--- src/sv/cms_pkg.sv ---
// ----------------------------------------------------------------------------
// Count-min sketch package
// Shared constants, types and hash helpers for the count-min sketch block.
// ----------------------------------------------------------------------------
`default_nettype none

package cms_pkg;

    localparam int unsigned DEF_MAX_ROWS     = 8;
    localparam int unsigned DEF_MAX_WIDTH    = 1024;
    localparam int unsigned DEF_COUNTER_BITS = 32;

    localparam logic [31:0] CRC_POLY = 32'h82F63B78;
    localparam int unsigned SALT_COUNT = 8;

    localparam logic [3:0]  RESET_ROWS     = 4'd4;
    localparam logic [10:0] RESET_WIDTH    = 11'd1024;
    localparam logic [63:0] RESET_INTERVAL = 64'd1000000000;

    typedef enum logic [1:0] {
        ACT_INC   = 2'd0,
        ACT_QUERY = 2'd1,
        ACT_TICK  = 2'd2,
        ACT_NONE  = 2'd3
    } action_t;

    typedef enum logic [1:0] {
        REG_ROWS     = 2'd0,
        REG_WIDTH    = 2'd1,
        REG_INTERVAL = 2'd2
    } reg_index_t;

    typedef enum logic [3:0] {
        ST_IDLE,
        ST_SWEEP,
        ST_HASH,
        ST_DIV,
        ST_READ,
        ST_WAIT,
        ST_UPDATE,
        ST_TICK,
        ST_DONE
    } state_t;

    // One queued request between the front and back parts.
    typedef struct packed {
        action_t     action;
        logic [31:0] key_digest;
        logic [63:0] now;
    } request_t;

    // Row salt table.
    function automatic logic [31:0] row_salt(input logic [2:0] r);
        logic [31:0] s;
        begin
            case (r)
                3'd0: s = 32'h9b78350f;
                3'd1: s = 32'h9bcf144c;
                3'd2: s = 32'h8ab29a3e;
                3'd3: s = 32'h34d48bf5;
                3'd4: s = 32'h78e47449;
                3'd5: s = 32'hd6e4af1d;
                3'd6: s = 32'h32ed75e2;
                default: s = 32'hb1eb5a08;
            endcase
            return s;
        end
    endfunction

    // Eight reflected CRC32C bit steps; four calls fold one 32-bit word.
    function automatic logic [31:0] crc_step8(input logic [31:0] c);
        logic [31:0] x;
        begin
            x = c;
            for (int i = 0; i < 8; i++) begin
                x = x[0] ? ((x >> 1) ^ CRC_POLY) : (x >> 1);
            end
            return x;
        end
    endfunction

endpackage

`default_nettype wire

--- src/sv/cms_front.sv ---
// ----------------------------------------------------------------------------
// Count-min sketch front end
// Accepts requests and holds them in a two-entry queue for the back end.
// ----------------------------------------------------------------------------
`default_nettype none

module cms_front
    import cms_pkg::*;
(
    input  wire logic        clk,
    input  wire logic        rst_n,
    input  wire logic        in_valid,
    output logic             in_stall,
    input  wire logic [1:0]  action,
    input  wire logic [31:0] key_digest,
    input  wire logic [63:0] now,
    output logic             q_valid,
    output request_t         q_req,
    input  wire logic        q_pop
);

    request_t   mem_reg [2];
    logic       wp_reg, wp_next, rp_reg, rp_next;
    logic [1:0] cnt_reg, cnt_next;
    logic       push;

    // The queue is full at two requests.
    assign in_stall = (cnt_reg == 2'd2);
    assign push     = in_valid && !in_stall;
    assign q_valid  = (cnt_reg != 2'd0);
    assign q_req    = mem_reg[rp_reg];

    // Pointer and count update.
    always_comb
    begin
        wp_next  = push ? ~wp_reg : wp_reg;
        rp_next  = q_pop ? ~rp_reg : rp_reg;
        cnt_next = cnt_reg + {1'b0, push} - {1'b0, q_pop};
    end

    always_ff @(posedge clk or negedge rst_n)
    begin
        if (!rst_n)
        begin
            wp_reg  <= 1'b0;
            rp_reg  <= 1'b0;
            cnt_reg <= 2'd0;
        end
        else
        begin
            wp_reg  <= wp_next;
            rp_reg  <= rp_next;
            cnt_reg <= cnt_next;
        end
    end

    // Queue storage.
    always_ff @(posedge clk)
    begin
        if (push)
        begin
            mem_reg[wp_reg] <= '{action: action_t'(action), key_digest: key_digest, now: now};
        end
    end

endmodule

`default_nettype wire

--- config.mk ---
export PLATFORM = sky130hd
export DESIGN_NAME = cms_front
export DESIGN_NICKNAME = d
export VERILOG_FILES = /design/src/sv/cms_pkg.sv /design/src/sv/cms_front.sv
export SDC_FILE = /design/constraint.sdc
export NUM_CORES = 1
export LEC_CHECK = 0
export BUFFER_PORTS_ARGS = -buffer_cell sky130_fd_sc_hd__buf_2
export CAP_MARGIN = 20
export CORE_MARGIN = 8
export CORE_UTILIZATION = 52
export DETAILED_ROUTE_END_ITERATION = 8
export PLACE_DENSITY_LB_ADDON = 0.05
export SLEW_MARGIN = 20
export SYNTH_ARGS = -nofsm -noshare
export SYNTH_HDL_FRONTEND = slang
export SYNTH_SLANG_ARGS = --single-unit
export TNS_END_PERCENT = 30
--- constraint.sdc ---
create_clock -name clk -period 7.54 [get_ports clk]
set_input_delay 0.754 -clock clk [delete_from_list [all_inputs] [get_ports clk]]
set_output_delay 0.754 -clock clk [all_outputs]
set_load 0.01 [all_outputs]
Word-level counts from Yosys, hierarchy flattened
Memory sizes are Yosys's and may differ from the RTL's.
Cells that the tools add are included.
{"block": "classes", "n_bitwise": 2, "mux": 2, "reduce_logical": 3, "n_eq_ne": 1, "n_shift": 0, "n_addsub": 2, "magnitude_cmp": 0, "div": 0, "n_mul": 0}
{"cell": "2-bit by 1-bit adder with 2-bit output", "count": 1}
{"cell": "2-bit == test, second input constant", "count": 1}
{"cell": "1-bit 2-to-1 mux", "count": 2}
{"cell": "1-bit inverter", "count": 2}
{"cell": "2-bit nonzero test", "count": 1}
{"cell": "2-bit by 1-bit subtractor with 2-bit output", "count": 1}
{"cell": "1-bit logical AND", "count": 1}
{"cell": "1-bit logical NOT", "count": 1}
{"block": "word_totals", "output_inout_bits": 100, "input_bits": 102, "latch_bits": 0, "mem_bits_ro": 0, "reg_bits": 4, "mem_bits_rw": 196, "n_memories": 1}
{"memory": "mem_reg", "depth": 2, "word_bits": 98, "rd": 1, "rd_clocked_by_memory_dff": 0, "wr": 1, "line": "cms_front.sv:22", "source": "request_t mem_reg [2];"}

Logic depth before layout (Yosys ltp)
Gate-level depths: netlist of the first run.
{"block": "logic_depth", "depth_word": 5, "mapped_depth": 7, "ltp_nobuf": 7}

Worst setup path after synthesis of the first run
No wires, ideal clock.
{"block": "synth_timing", "path_kind": "input-to-reg", "from": "input in_valid", "to": "memory mem_reg[0][0] in the netlist's numbering (enable)", "t_required_ns": 6.985, "setup_slack_ns": 2.057, "t_arrival_ns": 4.927, "setup_time_ns": 0.555, "stages": 2, "path_cell_list": "nand2_1 > nor2_1"}
{"block": "synth_via", "elab_chain_cells": 3}
{"element": "from (decl)", "line": "cms_front.sv:12", "source": "input wire logic in_valid,"}
{"element": "1-bit logical AND", "line": "cms_front.sv:29", "source": "assign push = in_valid && !in_stall;"}
{"element": "1-bit 2-to-1 mux", "line": "cms_front.sv:60", "source": "if (push)"}
{"element": "1-bit 2-to-1 mux (implied by the code)", "line": "cms_front.sv:62", "source": "mem_reg[wp_reg] <= '{action: action_t'(action), key_digest: key_digest, now: now};"}
{"element": "to (decl)", "line": "cms_front.sv:22"}
Every way passes these cells.

==> results of run 1 <==
## power by group through the flow
stage	combinational [mW]	clock, mW	sequential (mW)
6_report	0.982	0.891	1.63
5_1_grt	1.06	0.947	1.66
2_1_floorplan	0.685	0	1.61
4_1_cts	1.01	0.906	1.64
3_5_place_dp	1.01	0	1.66
3_3_place_gp	1.00	0	1.65
## final cells by class
class | instances | share of cell area, %
timing repair buffer | 204 | 11.4
clock inverter | 14 | 1.72
antenna | 1 | 0.0275
inverter | 2 | 0.0826
clock buffer | 18 | 4.72
sequential | 200 | 65.9
multi-input combinational | 109 | 13.6
tap | 180 | 2.48
## critical path: cells and delay by family (launching register included)
kind / cells / cell delay [ns]
muxes: 1 / 0.42
buffers and inverters: 2 / 0.81
DFF: 1 / 0.88
## cell usage after synthesis
library cell	number	area (µm²)
nor2_1	1	3.75
inv_1	2	7.51
nand2_1	1	3.75
nand2b_1	1	6.26
dfrtp_1	4	100
xor2_1	1	8.76
mux2_4	10	150
or2_2	1	6.26
mux2_2	88	991
xnor2_1	3	26.3
and3_1	1	6.26
buf_2	8	40.0
buf_6	3	33.8
ha_1	2	25.0
edfxtp_1	196	5890
## cells by family (layout without fill, tap and decap cells)
family                   after synthesis  count (layout)  share of synthesized area [%]
adder cells (fa/ha/maj)                2               2                          0.343
buffers and inverters                 13             238                           1.11
other                                  0               1                              0
AND/OR/NAND/NOR                        5               5                          0.360
flip-flops                           200             200                           82.1
XOR/XNOR                               4               4                          0.480
multiplexers                          98              98                           15.6
## per-stage QoR
stage / cells / power, mW
floorplan: 322 / 2.30
detailed placement: 695 / 2.67
finish: 728 / 3.50
CTS: 727 / 3.56
global route: 728 / 3.67
global placement: 695 / 2.65
## path summary, 6_finish.rpt
| check | startpoint | end | depth (start not counted) |
|---|---|---|---|
| min in group clk | key_digest[30] | mem_reg[1][94]$_DFFE_PP_ | 1 |
| worst min-delay path | rst_n | rp_reg$_DFFE_PN0P_ | 1 |
| max in group asynchronous | rst_n | rp_reg$_DFFE_PN0P_ | 1 |
| worst max register to register | cnt_reg[1]$_DFF_PN0_ | mem_reg[0][57]$_DFFE_PP_ | 4 |
| worst min register to register | cnt_reg[0]$_DFF_PN0_ | cnt_reg[0]$_DFF_PN0_ | 1 |
| worst max-delay path | rp_reg$_DFFE_PN0P_ | q_req[63] | 3 |
## layer usage
layer / GRT usage [%] / vias to the layer above / wire [µm]
met5: 0 / - / 13
met4: 5.99 / 2 / 204
met3: 6.84 / 17 / 1250
met2: 26.0 / 129 / 7140
met1: 17.4 / 1762 / 5510
li1: - / 1697 / -
==> out/metrics.cfg, run 1 <==
[drt]
drcViolationCount = 0
routed_wl_um = 14100
vias = 3607
via_per_inst = 4.95
wl_per_cell_um = 19.4
dr.pass1.iters = 4
ant_nets = 0
drt_iter0_drc = 254

[placed_design]
dp_hpwl_um = 9740
placedInstanceArea_um2 = 8490
gp_congestion = 0.715
numPortBuffers = 201
dpl_worst_slack_ns = 4.58

[pwr]
p_leak_nw = 3.43
clock_power_share_pct = 25.4
p_sw_mw = 0.997
power_frac_seq_pct = 46.5
p_comb_share_pct = 28.0
switching_share_pct = 28.5
vdd_ir_drop_max_mv = 0.231
intPower_mw = 2.51
p_per_area_nw_per_um2 = 385

[sta]
layout_setup_ws_ns = 4.18
setup_viol = 0
max_slew.worst_pin.slew_ns = 0.809
slew-limit-headroom_pct = 46.0
slew_viol_final = 0
holdWs_ns = 0.124
period_needed_ns = 3.36
post-route-period-util_pct = 44.6
hold_violations = 0
fin_tns_setup_ns = 0
rsz0062_at_grt = no
fmaxAchievable_mhz = 298
fin_skew_ns = 0.00568

[final_layout]
seq_area_um2 = 5990
multiInputGateArea_um2 = 1240
final_layout_size_suffix_gt1_share_pct = 61.1
area_growth_pct = 24.6
num-fill-cells = 1007
final_common_cell = buf_2
utilization_pct = 66.0
final_nets = 638
fin_area_um2 = 9090
final_cell_mix = 201 x buf_2, 196 x edfxtp_1, 88 x mux2_2
largest_reg_flops = 196

[outcome]
status = finished, final reports clean

[clocking]
cts.sinks = 200
ctsResizeCount = 0
insertion_delay_ns = 0.42
cts_buffers = 17
clkTransAtPathRegs_ns = 0.07
tritoncts = yes
post-cts-setup-buffers = 0
h-tree-depth = 4
clockRootBuffer = clkbuf_16
cts.path.max_buffers = 2
holdBufCountCts = 0

[floorplanning]
die_x_um = 134
row_count = 43
die_area_um2 = 18100
fp.dieH_um = 134
start_util_pct = 53.0
num_io_pins = 202
core_um2 = 13800

[global_route]
grt_pass1_wl_um = 21100
grt_max_degree = 83
grt_overflow = 0
grt_pass1_vias = 3995
track_usage_pct = 15.6
antenna_found_initial = 2

[setup_path]
cp_slowest_cell = dfrtp_4
critPathMaxStageDelay_ns = 0.88
worstSetupPathType = flop to output pin
cp.required_ns = 6.79
cp-end-kind = output pin
regToRegSetupSlack_ns = 5.31
worst-endpoint-arrival_ns = 2.61
crit_chain = buf_4, mux2_2, buf_2
cp-start-kind = flop
path_max_fanout = 51

[logic_synthesis]
synth_cells = 322
synth_nets = 426
ys_types = 15
synth_seq_cells = 200
seq_area_frac_synth_pct = 82.1
syn_area_um2 = 7290
avgSynthCellArea_um2 = 22.7
yosys_warnings = 0

[min_path]
min_path_type = primary input to asynchronous set/reset pin

[flow_run]
drv_cap = 0

Power figures use the tool's default switching activity.
==> run 2, diff against run 1 <==
--- a/config.mk
+++ b/config.mk
@@ -5,10 +5,11 @@
 export SDC_FILE = /design/constraint.sdc
 export NUM_CORES = 1
 export LEC_CHECK = 0
+export ABC_AREA = 1
 export BUFFER_PORTS_ARGS = -buffer_cell sky130_fd_sc_hd__buf_2
 export CAP_MARGIN = 20
 export CORE_MARGIN = 8
-export CORE_UTILIZATION = 52
+export CORE_UTILIZATION = 53
 export DETAILED_ROUTE_END_ITERATION = 8
 export PLACE_DENSITY_LB_ADDON = 0.05
 export SLEW_MARGIN = 20
==> constraint.sdc (replaced) <==
create_clock -name clk -period 3.49 [get_ports clk]
set_input_delay 0.349 -clock clk [delete_from_list [all_inputs] [get_ports clk]]
set_output_delay 0.349 -clock clk [all_outputs]
set_load 0.01 [all_outputs]
==> run 2 against run 1 <==
Synthesized area up 6.5%; count of clock-buffer cells in the layout down 1; non-clock buffer count up 3; highest routed layer is now met4; total power up 120%; flip-flop and latch count unchanged; clock skew down 0.00076 ns; setup slack worse by 3.1 ns; largest power group unchanged; register-to-register slack worse by 3.7 ns; sequential power up 110%; critical path type unchanged; clock power up 120%.
==> out/metrics.cfg, run 2 <==
[outcome]
status = finished, final reports clean

[setup_path]
path_max_fanout = 62
critPathMaxStageDelay_ns = 0.80
crit_chain = buf_4, nand2_1, o21ai_0, buf_2
cp.required_ns = 3.14
cp-end-kind = output pin
cp-start-kind = flop
worstSetupPathType = flop to output pin
worst-endpoint-arrival_ns = 2.06
cp_slowest_cell = dfrtp_4

[sta]
setup_viol = 0
layout_setup_ws_ns = 1.08
period_needed_ns = 2.41
hold_violations = 0
slew-limit-headroom_pct = 51.2
holdWs_ns = 0.113
max_slew.worst_pin.slew_ns = 0.732
post-route-period-util_pct = 69.0
fin_tns_setup_ns = 0
slew_viol_final = 0
fin_skew_ns = 0.00492
rsz0062_at_grt = no
fmaxAchievable_mhz = 415

[final_layout]
num-fill-cells = 1155
final_layout_size_suffix_gt1_share_pct = 36.3
final_cell_mix = 201 x buf_2, 196 x edfxtp_1, 108 x nand2_1
final_nets = 848
largest_reg_flops = 196
final_common_cell = buf_2
area_growth_pct = 21.0
utilization_pct = 65.2
fin_area_um2 = 9400
fin_cells = 940

[logic_synthesis]
synth_edf_count = 196
yosys_warnings = 0
ys_async_sr_fraction_pct = 2.00
synth_seq_cells = 200
synth.largest_area_cell = edfxtp_1
avgSynthCellArea_um2 = 14.4
synth_compound_area_share_pct = 8.20
synth_cells = 540
yosysMostFrequentCell = edfxtp_1
synth_xor_area_share_pct = 0.113
syn_area_um2 = 7770
synth_top_family_by_area = buffers and inverters
synth-simple-area-share_pct = 5.39
synth_nets = 644
muxShareOfSynthArea_pct = 0
synthAdderAreaFrac_pct = 0.322
synth_top_cell_area_share_pct = 75.7
ys_types = 17
synth_common_cells = 196 x edfxtp_1, 108 x nand2_1, 106 x inv_1
seq_area_frac_synth_pct = 77.0
synth_area_leaders = edfxtp_1 76%, nand2_1 5.2%, inv_1 5.1%, o21ai_2 4.4%, o21ai_0 3.3%
synth-main-ff-cell = edfxtp_1

[global_route]
track_usage_pct = 16.1
grt_max_degree = 91
grt_pass1_wl_um = 22900
grt-busiest-layer = met2
grt_pass1_vias = 4609
use_met2_pct = 26.7
antenna_found_initial = 1
grt_overflow = 0
met3_usage_pct = 5.80
use_met1_pct = 18.5

[clocking]
cts_buffers = 17
cts.sinks = 200
h-tree-depth = 4
clkTransAtPathRegs_ns = 0.07
cts.path.max_buffers = 2
clockRootBuffer = clkbuf_16
holdBufCountCts = 1
post-cts-setup-buffers = 0
insertion_delay_ns = 0.42
tritoncts = yes
ctsResizeCount = 0

[floorplanning]
fp.dieH_um = 137
core_um2 = 14400
die_x_um = 137
die_area_um2 = 18800
row_count = 44
num_io_pins = 202
start_util_pct = 53.9

[drt]
via_per_inst = 4.77
dr.pass1.iters = 5
vias = 4480
drt_iter0_drc = 313
wl_per_cell_um = 16.0
drcViolationCount = 0
ant_nets = 0
routed_wl_um = 15100

[pwr]
p_per_area_nw_per_um2 = 834
p_leak_nw = 4.03
total_power_mw = 7.84
vdd_ir_drop_max_mv = 0.405

[placed_design]
numPortBuffers = 201
dp_hpwl_um = 10300
dp_cells = 908
gp_congestion = 0.796
placedInstanceArea_um2 = 8800
dpl_worst_slack_ns = 1.52

[flow_run]
drv_cap = 0

[min_path]
min_path_type = primary input to flop

==> run 2: changes by cell type after synthesis, moves of 11 or more <==
| cell | previous run | this run |
|---|---|---|
| o21ai_2 | 0 | 39 |
| o21ai_0 | 0 | 52 |
| nand2_1 | 1 | 108 |
| inv_1 | 2 | 106 |
| buf_12 | 0 | 11 |
| mux2_2 | 88 | 0 |
==> run 2: path summary, 6_finish.rpt <==
kind                                      startpoint                       end  slack [ns]  cells past startpoint
max in group asynchronous                      rst_n        rp_reg$_DFFE_PN0P_        3.08                      2
worst min-delay path                  key_digest[28]  mem_reg[0][92]$_DFFE_PP_        0.11                      1
worst max-delay path              rp_reg$_DFFE_PN0P_                 q_req[21]        1.08                      4
worst min register to register    wp_reg$_DFFE_PN0P_        wp_reg$_DFFE_PN0P_        0.48                      2
min in group asynchronous                      rst_n        rp_reg$_DFFE_PN0P_        0.27                      2
worst max register to register  cnt_reg[0]$_DFF_PN0_  mem_reg[0][81]$_DFFE_PP_        1.56                      5
==> run 2: final cells by class <==
type	instances	area, µm²	area share [%]
Clock buffer	17	425	4.53
Timing Repair Buffer	207	1090	11.6
Antenna cell	2	5.00	0.0532
Inverter	106	400	4.26
Sequential cell	200	5990	63.7
Tap cell	184	230	2.45
Clock inverter	12	160	1.70
Multi-Input combinational cell	212	1100	11.7
==> run 2: power breakdown <==
part           switching, mW  internal, mW
combinational           1.56         0.836
clock                  0.781          1.18
sequential             0.215          3.28
==> run 2: routing by layer <==
layer | wire length (µm) | vias up | share of wire (%)
met4 | 336 | 0 | 2.2
li1 | - | 2241 | -
met1 | 5920 | 2078 | 39
met2 | 7590 | 139 | 50
met3 | 1200 | 22 | 8.0
met5 | 0 | - | 0
==> run 2: cells by family (layout without fill, tap and decap cells) <==
family          after synthesis  after routing
fa+ha+maj                     2              2
simple gates                111            111
flops                       200            200
buf+inv                     128            342
xor+xnor                      1              1
compound gates               98             98
other cells                   0              2
==> run 2: critical path, delay by kind of cell, from the launching register on <==
family          cells  cell delay, ns
flops               1            0.80
buf+inv             2            0.60
compound gates      1            0.11
simple gates        1            0.09
